<file path="src/rtl/plsl_pkg.sv">
package plsl_pkg;

    localparam int FRAC_BITS = 16;
    localparam logic signed [17:0] ALPHA_ONE = 18'sd65536;

    localparam logic OP_WRITE  = 1'b0;
    localparam logic OP_LOOKUP = 1'b1;

    localparam logic REG_KEY_COUNT = 1'b0;
    localparam logic REG_WRAP_MODE = 1'b1;

    // classified word handed from front to back
    typedef struct packed {
        logic        lookup;
        logic [5:0]  index;
        logic [31:0] value;
    } plsl_cmd_t;

    typedef enum logic [2:0] {
        BK_IDLE,
        BK_RD0,
        BK_RDL,
        BK_CHK,
        BK_SRD,
        BK_SCMP,
        BK_DIV,
        BK_RES
    } plsl_state_t;

endpackage

</file>
<file path="src/rtl/plsl_front.sv">
module plsl_front
    import plsl_pkg::*;
(
    input  logic              clk,
    input  logic              rst_n,
    input  logic              push,
    output logic              full,
    input  logic              opcode,
    input  logic [5:0]        key_index,
    input  logic signed [31:0] key_value,
    input  logic signed [31:0] lookup_key,
    output logic              cmd_valid,
    input  logic              cmd_take,
    output plsl_cmd_t         cmd
);

    plsl_cmd_t   fifo_reg [2];
    logic        wr_ptr_reg;
    logic        wr_ptr_next;
    logic        rd_ptr_reg;
    logic        rd_ptr_next;
    logic [1:0]  count_reg;
    logic [1:0]  count_next;
    logic        do_push;
    logic        do_pop;
    plsl_cmd_t   cmd_in;

    // classify: a lookup carries its key, a write carries the new table key
    always_comb
    begin
        cmd_in.lookup = (opcode == OP_LOOKUP);
        cmd_in.index  = key_index;
        cmd_in.value  = (opcode == OP_LOOKUP) ? lookup_key : key_value;
    end

    assign full      = (count_reg == 2'd2);
    assign cmd_valid = (count_reg != 2'd0);
    assign cmd       = fifo_reg[rd_ptr_reg];
    assign do_push   = push && !full;
    assign do_pop    = cmd_take && cmd_valid;

    always_comb
    begin
        wr_ptr_next = do_push ? !wr_ptr_reg : wr_ptr_reg;
        rd_ptr_next = do_pop ? !rd_ptr_reg : rd_ptr_reg;
        count_next  = count_reg + 2'(do_push) - 2'(do_pop);
    end

    always_ff @(posedge clk or negedge rst_n)
    begin
        if (!rst_n)
        begin
            wr_ptr_reg <= 1'b0;
            rd_ptr_reg <= 1'b0;
            count_reg  <= 2'd0;
        end
        else
        begin
            wr_ptr_reg <= wr_ptr_next;
            rd_ptr_reg <= rd_ptr_next;
            count_reg  <= count_next;
        end
    end

    always_ff @(posedge clk)
    begin
        if (do_push)
        begin
            fifo_reg[wr_ptr_reg] <= cmd_in;
        end
    end

endmodule

</file>
<file path="src/rtl/plsl_divider.sv">
module plsl_divider
    import plsl_pkg::*;
(
    input  logic               clk,
    input  logic               rst_n,
    input  logic               start,
    input  logic signed [32:0] offset,
    input  logic signed [32:0] span,
    output logic               done,
    output logic signed [17:0] alpha
);

    logic               prep_reg;
    logic               busy_reg;
    logic               done_reg;
    logic               neg_reg;
    logic               zero_reg;
    logic [32:0]        mag_reg;
    logic [32:0]        span_reg;
    logic [32:0]        rem_reg;
    logic [15:0]        q_reg;
    logic [4:0]         cnt_reg;
    logic signed [17:0] alpha_reg;
    logic [33:0]        rem_shift;
    logic               fits;

    assign rem_shift = {rem_reg, 1'b0};
    assign fits      = (rem_shift >= {1'b0, span_reg});
    assign done      = done_reg;
    assign alpha     = alpha_reg;

    always_ff @(posedge clk or negedge rst_n)
    begin
        if (!rst_n)
        begin
            prep_reg <= 1'b0;
            busy_reg <= 1'b0;
            done_reg <= 1'b0;
        end
        else
        begin
            done_reg <= 1'b0;
            prep_reg <= start;
            if (prep_reg)
            begin
                if (zero_reg || (mag_reg >= span_reg))
                begin
                    done_reg <= 1'b1;
                end
                else
                begin
                    busy_reg <= 1'b1;
                end
            end
            else if (busy_reg && (cnt_reg == 5'd1))
            begin
                busy_reg <= 1'b0;
                done_reg <= 1'b1;
            end
        end
    end

    always_ff @(posedge clk)
    begin
        if (start)
        begin
            neg_reg  <= offset[32];
            mag_reg  <= offset[32] ? 33'(-offset) : 33'(offset);
            zero_reg <= span[32] || (span == 33'sd0);
            span_reg <= 33'(span);
        end
        if (prep_reg)
        begin
            // quotient at least one saturates straight away; a span not above zero gives zero
            if (zero_reg)
            begin
                alpha_reg <= 18'sd0;
            end
            else if (mag_reg >= span_reg)
            begin
                alpha_reg <= neg_reg ? -ALPHA_ONE : ALPHA_ONE;
            end
            rem_reg <= mag_reg;
            q_reg   <= 16'd0;
            cnt_reg <= 5'(FRAC_BITS);
        end
        else if (busy_reg)
        begin
            // one restoring step per cycle
            rem_reg <= fits ? 33'(rem_shift - {1'b0, span_reg}) : rem_shift[32:0];
            q_reg   <= {q_reg[14:0], fits};
            cnt_reg <= cnt_reg - 5'd1;
            if (cnt_reg == 5'd1)
            begin
                alpha_reg <= neg_reg ? -$signed({2'b00, q_reg[14:0], fits})
                                     : $signed({2'b00, q_reg[14:0], fits});
            end
        end
    end

endmodule

</file>
<file path="src/rtl/plsl_back.sv">
module plsl_back
    import plsl_pkg::*;
#(
    parameter int MAX_KEYS = 64
)
(
    input  logic               clk,
    input  logic               rst_n,
    input  logic               cmd_valid,
    output logic               cmd_take,
    input  plsl_cmd_t          cmd,
    input  logic [6:0]         key_count,
    input  logic               wrap_mode,
    output logic               empty,
    input  logic               pop,
    output logic [5:0]         first_index,
    output logic [5:0]         second_index,
    output logic signed [17:0] alpha
);

    localparam int AW = $clog2(MAX_KEYS);
    localparam int CW = (AW > 7 ? AW : 7) + 1;

    logic signed [31:0] mem [MAX_KEYS];
    logic signed [31:0] rdata_reg;
    logic [AW-1:0]      raddr;
    logic               wr_en;

    plsl_state_t        state_reg, state_next;
    logic signed [31:0] x_reg, x_next;
    logic signed [31:0] prev_reg, prev_next;
    logic signed [31:0] k0_reg, k0_next;
    logic [CW-1:0]      n_reg, n_next;
    logic [AW-1:0]      i_reg, i_next;
    logic [5:0]         i0_reg, i0_next;
    logic [5:0]         i1_reg, i1_next;
    logic signed [17:0] apend_reg, apend_next;
    logic               out_valid_reg, out_valid_next;
    logic [5:0]         first_reg;
    logic [5:0]         second_reg;
    logic signed [17:0] alpha_reg;
    logic               out_free;
    logic               load_out;
    logic [CW-1:0]      n_calc;
    logic [AW-1:0]      last_addr;
    logic               div_start;
    logic signed [32:0] div_offset;
    logic signed [32:0] div_span;
    logic               div_done;
    logic signed [17:0] div_alpha;

    plsl_divider u_div (
        .clk    (clk),
        .rst_n  (rst_n),
        .start  (div_start),
        .offset (div_offset),
        .span   (div_span),
        .done   (div_done),
        .alpha  (div_alpha)
    );

    assign out_free     = !out_valid_reg || pop;
    assign empty        = !out_valid_reg;
    assign first_index  = first_reg;
    assign second_index = second_reg;
    assign alpha        = alpha_reg;
    assign last_addr    = AW'(n_reg - CW'(1));

    always_comb
    begin
        if (key_count == 7'd0)
        begin
            n_calc = CW'(1);
        end
        else if (CW'(key_count) > CW'(MAX_KEYS))
        begin
            n_calc = CW'(MAX_KEYS);
        end
        else
        begin
            n_calc = CW'(key_count);
        end
    end

    always_comb
    begin
        case (state_reg)
            BK_RDL:  raddr = last_addr;
            BK_SRD:  raddr = i_reg + AW'(1);
            default: raddr = '0;
        endcase
    end

    always_comb
    begin
        state_next = state_reg;
        x_next     = x_reg;
        prev_next  = prev_reg;
        k0_next    = k0_reg;
        n_next     = n_reg;
        i_next     = i_reg;
        i0_next    = i0_reg;
        i1_next    = i1_reg;
        apend_next = apend_reg;
        cmd_take   = 1'b0;
        wr_en      = 1'b0;
        div_start  = 1'b0;
        div_offset = 33'sd0;
        div_span   = 33'sd0;
        load_out   = 1'b0;
        case (state_reg)
            BK_IDLE:
            begin
                if (cmd_valid)
                begin
                    cmd_take = 1'b1;
                    if (!cmd.lookup)
                    begin
                        wr_en = (CW'(cmd.index) < CW'(MAX_KEYS));
                    end
                    else
                    begin
                        x_next = cmd.value;
                        n_next = n_calc;
                        if (n_calc == CW'(1))
                        begin
                            i0_next    = 6'd0;
                            i1_next    = 6'd0;
                            apend_next = 18'sd0;
                            state_next = BK_RES;
                        end
                        else
                        begin
                            state_next = BK_RD0;
                        end
                    end
                end
            end
            BK_RD0:
            begin
                state_next = BK_RDL;
            end
            BK_RDL:
            begin
                k0_next    = rdata_reg;
                state_next = BK_CHK;
            end
            BK_CHK:
            begin
                // rdata_reg holds the last key here
                apend_next = 18'sd0;
                if (x_reg < k0_reg)
                begin
                    if (wrap_mode)
                    begin
                        i0_next    = 6'(last_addr);
                        i1_next    = 6'd0;
                        div_start  = 1'b1;
                        div_offset = 33'(x_reg);
                        div_span   = 33'(k0_reg);
                        state_next = BK_DIV;
                    end
                    else
                    begin
                        i0_next    = 6'd0;
                        i1_next    = 6'd0;
                        state_next = BK_RES;
                    end
                end
                else if (x_reg >= rdata_reg)
                begin
                    i0_next = 6'(last_addr);
                    if (wrap_mode)
                    begin
                        i1_next    = 6'd0;
                        div_start  = 1'b1;
                        div_offset = 33'(x_reg) - 33'(rdata_reg);
                        div_span   = 33'(k0_reg);
                        state_next = BK_DIV;
                    end
                    else
                    begin
                        i1_next    = 6'(last_addr);
                        state_next = BK_RES;
                    end
                end
                else
                begin
                    prev_next  = k0_reg;
                    i_next     = '0;
                    state_next = BK_SRD;
                end
            end
            BK_SRD:
            begin
                state_next = BK_SCMP;
            end
            BK_SCMP:
            begin
                // rdata_reg holds key i+1, prev_reg key i
                if ((x_reg < rdata_reg) || ((CW'(i_reg) + CW'(2)) >= n_reg))
                begin
                    i0_next    = 6'(i_reg);
                    i1_next    = 6'(i_reg) + 6'd1;
                    div_start  = 1'b1;
                    div_offset = 33'(x_reg) - 33'(prev_reg);
                    div_span   = 33'(rdata_reg) - 33'(prev_reg);
                    state_next = BK_DIV;
                end
                else
                begin
                    prev_next  = rdata_reg;
                    i_next     = i_reg + AW'(1);
                    state_next = BK_SRD;
                end
            end
            BK_DIV:
            begin
                if (div_done)
                begin
                    apend_next = div_alpha;
                    state_next = BK_RES;
                end
            end
            BK_RES:
            begin
                if (out_free)
                begin
                    load_out   = 1'b1;
                    state_next = BK_IDLE;
                end
            end
            default:
            begin
                state_next = BK_IDLE;
            end
        endcase
    end

    always_comb
    begin
        if (load_out)
        begin
            out_valid_next = 1'b1;
        end
        else if (pop)
        begin
            out_valid_next = 1'b0;
        end
        else
        begin
            out_valid_next = out_valid_reg;
        end
    end

    always_ff @(posedge clk or negedge rst_n)
    begin
        if (!rst_n)
        begin
            state_reg     <= BK_IDLE;
            out_valid_reg <= 1'b0;
        end
        else
        begin
            state_reg     <= state_next;
            out_valid_reg <= out_valid_next;
        end
    end

    always_ff @(posedge clk)
    begin
        x_reg     <= x_next;
        prev_reg  <= prev_next;
        k0_reg    <= k0_next;
        n_reg     <= n_next;
        i_reg     <= i_next;
        i0_reg    <= i0_next;
        i1_reg    <= i1_next;
        apend_reg <= apend_next;
        if (load_out)
        begin
            first_reg  <= i0_reg;
            second_reg <= i1_reg;
            alpha_reg  <= apend_reg;
        end
    end

    // key table, one write and one registered read port
    always_ff @(posedge clk)
    begin
        if (wr_en)
        begin
            mem[AW'(cmd.index)] <= cmd.value;
        end
        rdata_reg <= mem[raddr];
    end

endmodule

</file>
<file path="src/rtl/piecewise_linear_segment_lookup_unit.sv">
// piecewise-linear segment lookup
// input queue side: push/full, a word is taken when push is high and full low;
//   opcode selects key write (key_index, key_value) or lookup (lookup_key)
// result queue side: empty/pop, the oldest result sits on first_index,
//   second_index and alpha while empty is low and leaves on pop
// config: apb port, key_count at 0x0, wrap_mode at 0x4, pready tied high
// a two-word front queue classifies incoming words; the back part owns the
//   key table memory, walks it one key at a time and, where needed, runs a
//   restoring divider that yields one quotient bit per cycle
// a key write is stored by the back part as it is taken; a lookup fetches
//   the first and last keys, steps over the keys below its segment and
//   then divides where a blend is needed
// one word is worked on at a time; the front queue keeps taking words while
//   the back part is busy and full rises once it holds two
// a result waits in the output register while pop is low; the back part
//   stalls on the next result until that register is freed
// reset empties both queues, sets key_count to 1 and wrap_mode to 0;
//   the key table is not cleared and must be written before use
module piecewise_linear_segment_lookup_unit
    import plsl_pkg::*;
#(
    parameter int MAX_KEYS = 64
)
(
    input  logic               clk,
    input  logic               rst_n,
    // input word queue
    input  logic               push,
    output logic               full,
    input  logic               opcode,
    input  logic [5:0]         key_index,
    input  logic signed [31:0] key_value,
    input  logic signed [31:0] lookup_key,
    // result word queue
    output logic               empty,
    input  logic               pop,
    output logic [5:0]         first_index,
    output logic [5:0]         second_index,
    output logic signed [17:0] alpha,
    // config port
    input  logic               psel,
    input  logic               penable,
    input  logic               pwrite,
    input  logic [2:0]         paddr,
    input  logic [31:0]        pwdata,
    output logic [31:0]        prdata,
    output logic               pready
);

    logic [6:0] key_count_reg;
    logic       wrap_mode_reg;
    logic       cfg_wr;
    logic       cmd_valid;
    logic       cmd_take;
    plsl_cmd_t  cmd;

    // register file, address bit 2 picks the register
    assign pready = 1'b1;
    assign cfg_wr = psel && penable && pwrite && pready;

    always_comb
    begin
        case (paddr[2])
            REG_KEY_COUNT: prdata = {25'd0, key_count_reg};
            REG_WRAP_MODE: prdata = {31'd0, wrap_mode_reg};
            default:       prdata = 32'd0;
        endcase
    end

    always_ff @(posedge clk or negedge rst_n)
    begin
        if (!rst_n)
        begin
            key_count_reg <= 7'd1;
            wrap_mode_reg <= 1'b0;
        end
        else if (cfg_wr)
        begin
            if (paddr[2] == REG_KEY_COUNT)
            begin
                key_count_reg <= pwdata[6:0];
            end
            else
            begin
                wrap_mode_reg <= pwdata[0];
            end
        end
    end

    // front: accept and classify words
    plsl_front u_front (
        .clk        (clk),
        .rst_n      (rst_n),
        .push       (push),
        .full       (full),
        .opcode     (opcode),
        .key_index  (key_index),
        .key_value  (key_value),
        .lookup_key (lookup_key),
        .cmd_valid  (cmd_valid),
        .cmd_take   (cmd_take),
        .cmd        (cmd)
    );

    // back: table, segment search, divider, result register
    plsl_back #(
        .MAX_KEYS (MAX_KEYS)
    ) u_back (
        .clk          (clk),
        .rst_n        (rst_n),
        .cmd_valid    (cmd_valid),
        .cmd_take     (cmd_take),
        .cmd          (cmd),
        .key_count    (key_count_reg),
        .wrap_mode    (wrap_mode_reg),
        .empty        (empty),
        .pop          (pop),
        .first_index  (first_index),
        .second_index (second_index),
        .alpha        (alpha)
    );

    // blend factor stays saturated to plus or minus one
    a_alpha_range: assert property (@(posedge clk) disable iff (!rst_n)
        !empty |-> ((alpha <= ALPHA_ONE) && (alpha >= -ALPHA_ONE)))
        else $error("alpha out of range");

    // a segment is either a single key, adjacent keys or the wrap pair
    a_segment_shape: assert property (@(posedge clk) disable iff (!rst_n)
        (!empty && (first_index != second_index)) |->
            ((second_index == first_index + 6'd1) || (second_index == 6'd0)))
        else $error("bad segment indices");

    // a word is never taken from the front queue while it is empty
    a_take_valid: assert property (@(posedge clk) disable iff (!rst_n)
        cmd_take |-> cmd_valid)
        else $error("take from empty front queue");

endmodule

</file>
<file path="config.mk">
export PLATFORM = sky130hd
export DESIGN_NAME = piecewise_linear_segment_lookup_unit
export DESIGN_NICKNAME = d
export VERILOG_FILES = /design/src/rtl/plsl_pkg.sv /design/src/rtl/plsl_front.sv /design/src/rtl/plsl_divider.sv /design/src/rtl/plsl_back.sv /design/src/rtl/piecewise_linear_segment_lookup_unit.sv
export SDC_FILE = /design/constraint.sdc
export NUM_CORES = 2
export LEC_CHECK = 0
export ABC_AREA = 0
export BUFFER_PORTS_ARGS = -buffer_cell sky130_fd_sc_hd__buf_2
export CELL_PAD_IN_SITES_DETAIL_PLACEMENT = 1
export CELL_PAD_IN_SITES_GLOBAL_PLACEMENT = 1
export CORE_MARGIN = 10
export CORE_UTILIZATION = 50
export CTS_BUF_LIST = sky130_fd_sc_hd__clkbuf_8
export DETAILED_ROUTE_END_ITERATION = 12
export PLACE_DENSITY_LB_ADDON = 0.1
export SLEW_MARGIN = 20
export SYNTH_ARGS = -nofsm -noshare
export SYNTH_HDL_FRONTEND = slang
export SYNTH_SLANG_ARGS = --single-unit
</file>
<file path="constraint.sdc">
create_clock -name clk -period 6.7 [get_ports clk]
set_input_delay 1.34 -clock clk [delete_from_list [all_inputs] [get_ports clk]]
set_output_delay 1.34 -clock clk [all_outputs]
set_load 0.005 [all_outputs]
</file>
* Word level (Yosys, flattened, before mapping)
Memories as Yosys holds them, arrays and structs flattened. A register that Yosys moved wholly into a read port is not among the register bits. Cells that the tools add are included.
Word-level totals: memories 2, input bits 113, bits in registers 327, RAM bits 2126, logic and storage cells 194
Operators by class: order comparisons 7, bitwise operators 1, add/subtract/negate cells 12, equal/unequal tests 22, mux-type cells 87, reductions and logical operators 33
Memory list:
- u_back.mem | words 64, bits a word 32, rd ports 1, clocked after Yosys merged registers in 1, wr ports 1, RTL line plsl_back.sv:24 | logic signed [31:0] mem [MAX_KEYS];
- u_front.fifo_reg | words 2, bits a word 39, rd ports 1, clocked after Yosys merged registers in 0, wr ports 1, RTL line plsl_front.sv:17 | plsl_cmd_t fifo_reg [2];
Operators by type and width (number):
- two-way mux 33 bit | 12
- two-way mux 18 bit | 11
- two-way mux 32 bit | 5
- one-hot mux 33 bit (2 select lines) | 2
- one-hot mux 32 bit (2 select lines) | 2
- subtractor 32 x 32 -> 33 bit | 3
- two-way mux 6 bit | 14
- less-than comparator 32 bit | 2
- one-hot mux 18 bit (3 select lines) | 1
- one-hot mux 6 bit (3 select lines) | 2
- >= comparator 34 x 33 -> 1 bit | 1
- >= comparator 33 bit | 1
- zero test 33 bit | 1
- negation 33 bit | 1
- subtractor 33 bit | 1
- >= comparator 32 bit | 1
- two-way mux 1 bit | 24
- one-hot mux 3 bit (8 select lines) | 1
- one-hot mux 6 bit (2 select lines) | 2
- two-way mux 3 bit | 6
- negation 16 -> 18 bit | 1
- two-way mux 7 bit | 2
- equality test 3 bit, second input constant | 4
- inequality test 2 bit, second input constant | 6
- 30 further kinds | 56

* Longest topological paths before layout
depth after elaboration 8, mapped depth 19, mapped depth without buffers 17

* Cells and area by module
A second synthesis with hierarchy kept.
Second synthesis, totals: cells, all modules 6276, area total of the unflattened synthesis 105886.6 um^2
Modules (own cells, without submodules):
- plsl_back | instances 1, area an instance 92909.1 um^2, seq. area each 67314.6 um^2, cells each 5178
- plsl_divider | instances 1, area an instance 8939.8 um^2, seq. area each 4048.9 um^2, cells each 870
- plsl_front | instances 1, area an instance 3449.6 um^2, seq. area each 2442.3 um^2, cells each 175
- piecewise_linear_segment_lookup_unit | instances 1, area an instance 588.1 um^2, seq. area each 201.4 um^2, cells each 53

* Worst setup path after synthesis
No wires, ideal clock.
path kind register to register, start point reg u_back.x_reg[2], end point reg u_back.u_div.mag_reg[0], enable pin, slack 1757 ps, clock period less this slack 4943 ps, stages on the path, launching flop included 12, arrival time 4505 ps, data required time 6262 ps, path through edfxtp_1 ha_1 a211oi_1 o21ai_0 a21oi_1 o41ai_2 o21ai_1 nand2_1 a21oi_1 clkbuf_1 clkbuf_1 nand2b_1
On the way: word-level cells in the longest chain between the ends 4, elaborated cells between the ends (all ways) 8, those cells by class 3 x order compare; 4 x mux; 1 x reduce/logical
RTL lines:
- from (decl) | RTL line plsl_back.sv:30 | logic signed [31:0] x_reg, x_next;
- from (signal assigned) | RTL line plsl_back.sv:272 | x_reg <= x_next;
- >= comparator 32 bit or less-than comparator 32 bit (tied branches) | RTL line plsl_back.sv:170, plsl_back.sv:201
- two-way mux 1 bit or logical OR 1 bit (tied branches) | RTL line plsl_back.sv:170, plsl_back.sv:201
- two-way mux 1 bit (on tied branches) | RTL line plsl_back.sv:152, plsl_back.sv:201
- one-hot mux 1 bit (2 select lines) (*) | RTL line plsl_back.sv:111 | case (state_reg)
- via u_back.div_start | RTL line plsl_back.sv:46 | logic div_start;
- to (signal assigned) | RTL line plsl_divider.sv:68 | mag_reg <= offset[32] ? 33'(-offset) : 33'(offset);
- to (decl) | RTL line plsl_divider.sv:18 | logic [32:0] mag_reg;
Mark *: on every way through the listed nets, which the timed path passes. The rest lies on a longest branch. A chain may end at the register's enable or synchronous reset.

* Final worst setup path
start point reg u_back.i_reg[2], end point reg u_back.u_div.mag_reg[31] (data pin)
On the way: word-level cells in the longest chain between the ends 7
RTL lines:
- from (decl) | RTL line plsl_back.sv:34 | logic [AW-1:0] i_reg, i_next;
- from (signal assigned) | RTL line plsl_back.sv:276 | i_reg <= i_next;
- adder 6 x 2 -> 7 bit (*) | RTL line plsl_back.sv:201 | if ((x_reg < rdata_reg) || ((CW'(i_reg) + CW'(2)) >= n_reg))
- >= comparator 7 bit (*) | RTL line plsl_back.sv:201
- logical OR 1 bit (*) | RTL line plsl_back.sv:201
- two-way mux 33 bit (*) | RTL line plsl_back.sv:201
- one-hot mux 33 bit (2 select lines) (*) | RTL line plsl_back.sv:111
- negation 33 bit | RTL line plsl_divider.sv:68
- two-way mux 32 bit (*) | RTL line plsl_divider.sv:68
Mark *: on every way between the ends. The rest lies on a longest branch, timed or not.

==> impl_metrics.toml <==
[floorplan]
die_x_um = 479
die-area_um2 = 230000
die_y_um = 479
coreArea_um2 = 210000
io_pins = 178
row_count = 168
start_util = 0.503

[setup_path]
start_kind = "flop"
required_ns = 7.49
path_max_fanout = 21
worstSetupPathType = "reg2reg"
worstRegToRegCells = 14
cp-endpoint = "u_back.u_div.mag_reg[31]"
crit_path_end_kind = "flop"
reg2reg_setup_slack_ns = 1.07
rr_startpoint = "u_back.i_reg[2]"
crit_path_start = "u_back.i_reg[2]"
crit_arrival_ns = 6.43
rr_endpoint = "u_back.u_div.mag_reg[31]"

[clock_tree]
clkLatencyLatePin_ns = 1.12
cts_made_buffers = 421
postCtsSetupBuffers = 0
clock_path_buffers = 4
clk_transition_reported_paths_ns = 0.07
cts_sinks = 2485
hold_buffers = 0
cts_tree = "built"
ctsResizeCount = 0
cts_root_buf = "clkbuf_8"
cts-htree-levels = 5

[sta]
fmaxAchievable_mhz = 177
setup_violations = 0
layout_setup_ws_ns = 1.07
post-route-period-util = 0.841
worst_clock_skew_ns = 0.105
finalCriticalPeriod_ns = 5.63
drv_slew = 0
hold_viol = 0
tns_ns = 0
grt_setup_unrepaired = "no"
tightest_slew_ns = 1.36
relSlewSlack = 0.0902

[power]
intPower_mw = 33.3
swShare = 0.375
power.density_nw_per_um2 = 450
power.clock.fraction = 0.233
pwr-share-seq = 0.388
vdd_drop_max_v = 0.000350
p_sw_mw = 20.0
p_comb_frac = 0.379
leakage_nw = 40.0

[logic_synthesis]
async_reset_ff_frac = 0.00765
ys_warn_count = 0
synthCells = 6188
syn_avg_cell_area_um2 = 17.0
syn_area_um2 = 105000
synth_edf_count = 2414
ys_types = 103
synth_seq_area_share = 0.702
yosys_register_bits = 2485
ys.flop_type = "edfxtp_1"

[cells_and_area]
drive_above_1_share = 0.228
fin_area_um2 = 119000
num-fill-cells = 19300
finish.utilization = 0.565
area_growth_pct = 12.4
layout.nets = 6990
largest_reg_flops = 2048
fin_cells = 9778

[detailed_routing]
drcViolationCount = 0
wirelength_um = 300000
via_per_inst = 6.13
first_pass_iters = 6
drtIter0Drc = 6192
vias = 60000
ant_nets = 0
wl_per_cell_um = 30.7

[status]
status = "finished, final reports clean"

[global_routing]
grt_pass1_wl_um = 436000
grt_util_all_layers = 0.257
grt_overflow = 0
grt_antenna_before_repair = 16
grt_max_degree = 111
grt_pass1_vias = 63600

[flow_run]
drv_cap = 0

[placement]
dp_slack_ns = 1.17
routabilityCongestion = 0.876
postPlaceCellArea_um2 = 111000
post-dp-hpwl_um = 186000
port_buffers = 124
dp_cells = 9046

[min_path]
hold_path.class = "in2async"
cell type report:
type                    instances  area [um2]  share of cell area
well taps                    2805        3510              0.0296
clock buffers                 431        5930              0.0501
diodes                          3        7.51           0.0000633
multi-input cells            3201       30100               0.254
flip-flops and latches       2485       74000               0.625
repair buffers                356        2720              0.0230
inverters                     199         747             0.00630
clock inverters               298        1520              0.0128
power by group through the flow:
stage	clock network (mW)	registers (mW)	logic [mW]
4_1_cts	12.7	20.7	20.2
3_5_place_dp	0	21.0	20.1
5_1_grt	13.3	20.8	21.7
3_3_place_gp	0	20.9	19.7
6_report	12.4	20.7	20.2
2_1_floorplan	0	20.7	12.4
how the worst min path moves through the flow:
stage / slack [ns] / cells after the start / endpoint
2_1_floorplan: 0.40 / 0 / u_back.alpha[0]
3_3_place_gp: 0.40 / 0 / u_back.alpha[2]
3_5_place_dp: 0.41 / 0 / u_back.second_index[0]
4_1_cts: 0.15 / 1 / u_front.wr_ptr_reg
5_1_grt: 0.21 / 1 / u_front.count_reg[0]
6_report: 0.25 / 1 / u_front.count_reg[0]
worst max-delay path, cell delays in order, from the launching register on:
cell and delay (ns):
edfxtp_1 0.48, ha_1 0.28, xor2_1 0.16, ha_1 0.28
o211ai_1 0.07, o21ai_0 0.14, a31oi_1 0.56, nand2b_1 0.49
nand2_4 0.34, a221oi_2 0.45, or4b_1 0.55, or4_1 0.72
nor3_1 0.45, a31oi_1 0.17, xnor2_1 0.16
synthesized netlist by cell type (all sizes together) (96+ instances only):
cell type,count,share of area
clkbuf,193,0.0069
and2,157,0.0093
nor2,224,0.0080
a21oi,222,0.011
o21ai,165,0.0079
inv,197,0.0070
mux4,512,0.11
buf,134,0.0058
edfxtp,2414,0.69
ha,209,0.025
nand2,469,0.017
xnor2,96,0.0080
a211oi,191,0.014
per-layer routing:
metal,wire length (um),vias up,track usage,part of all wire
li1,-,25700,-,-
met1,122000,31600,0.345,0.41
met2,146000,2239,0.422,0.49
met3,22800,448,0.0564,0.076
met4,8590,2,0.0772,0.029
met5,13,-,0,0.000043
kinds of logic after synthesis:
| kind of cell | count (synthesis) | synth area share |
|---|---|---|
| xor+xnor | 157 | 0.0130 |
| simple gates | 1129 | 0.0509 |
| mux | 616 | 0.120 |
| compound gates | 1060 | 0.0687 |
| buf+inv | 526 | 0.0198 |
| other cells | 2 | 0.0000712 |
| fa+ha+maj | 213 | 0.0256 |
| flops | 2485 | 0.702 |
cells in the final DEF, fill, tap and decap left out, types with 63 or more instances in the layout:
cell type / count
inv_1: 312
a31oi_1: 86
nand2_1: 468
buf_4: 203
and2_1: 155
clkbuf_8: 431
a21o_1: 71
nor2_1: 151
a311oi_1: 63
ha_1: 209
a211oi_1: 188
mux2_2: 86
xnor2_1: 96
a21oi_1: 220
nor2_4: 70
edfxtp_1: 2414
mux4_2: 512
clkinv_1: 114
buf_2: 124
o21ai_0: 159
stage by stage:
step / power, mW / hold WS, ns
after floorplan: 33.1 / 0.400
final: 53.4 / 0.247
after global placement: 40.6 / 0.402
after detailed placement: 41.1 / 0.406
after global routing: 55.8 / 0.208
after CTS: 53.6 / 0.146
No activity file was read; power rests on OpenSTA's default activity.
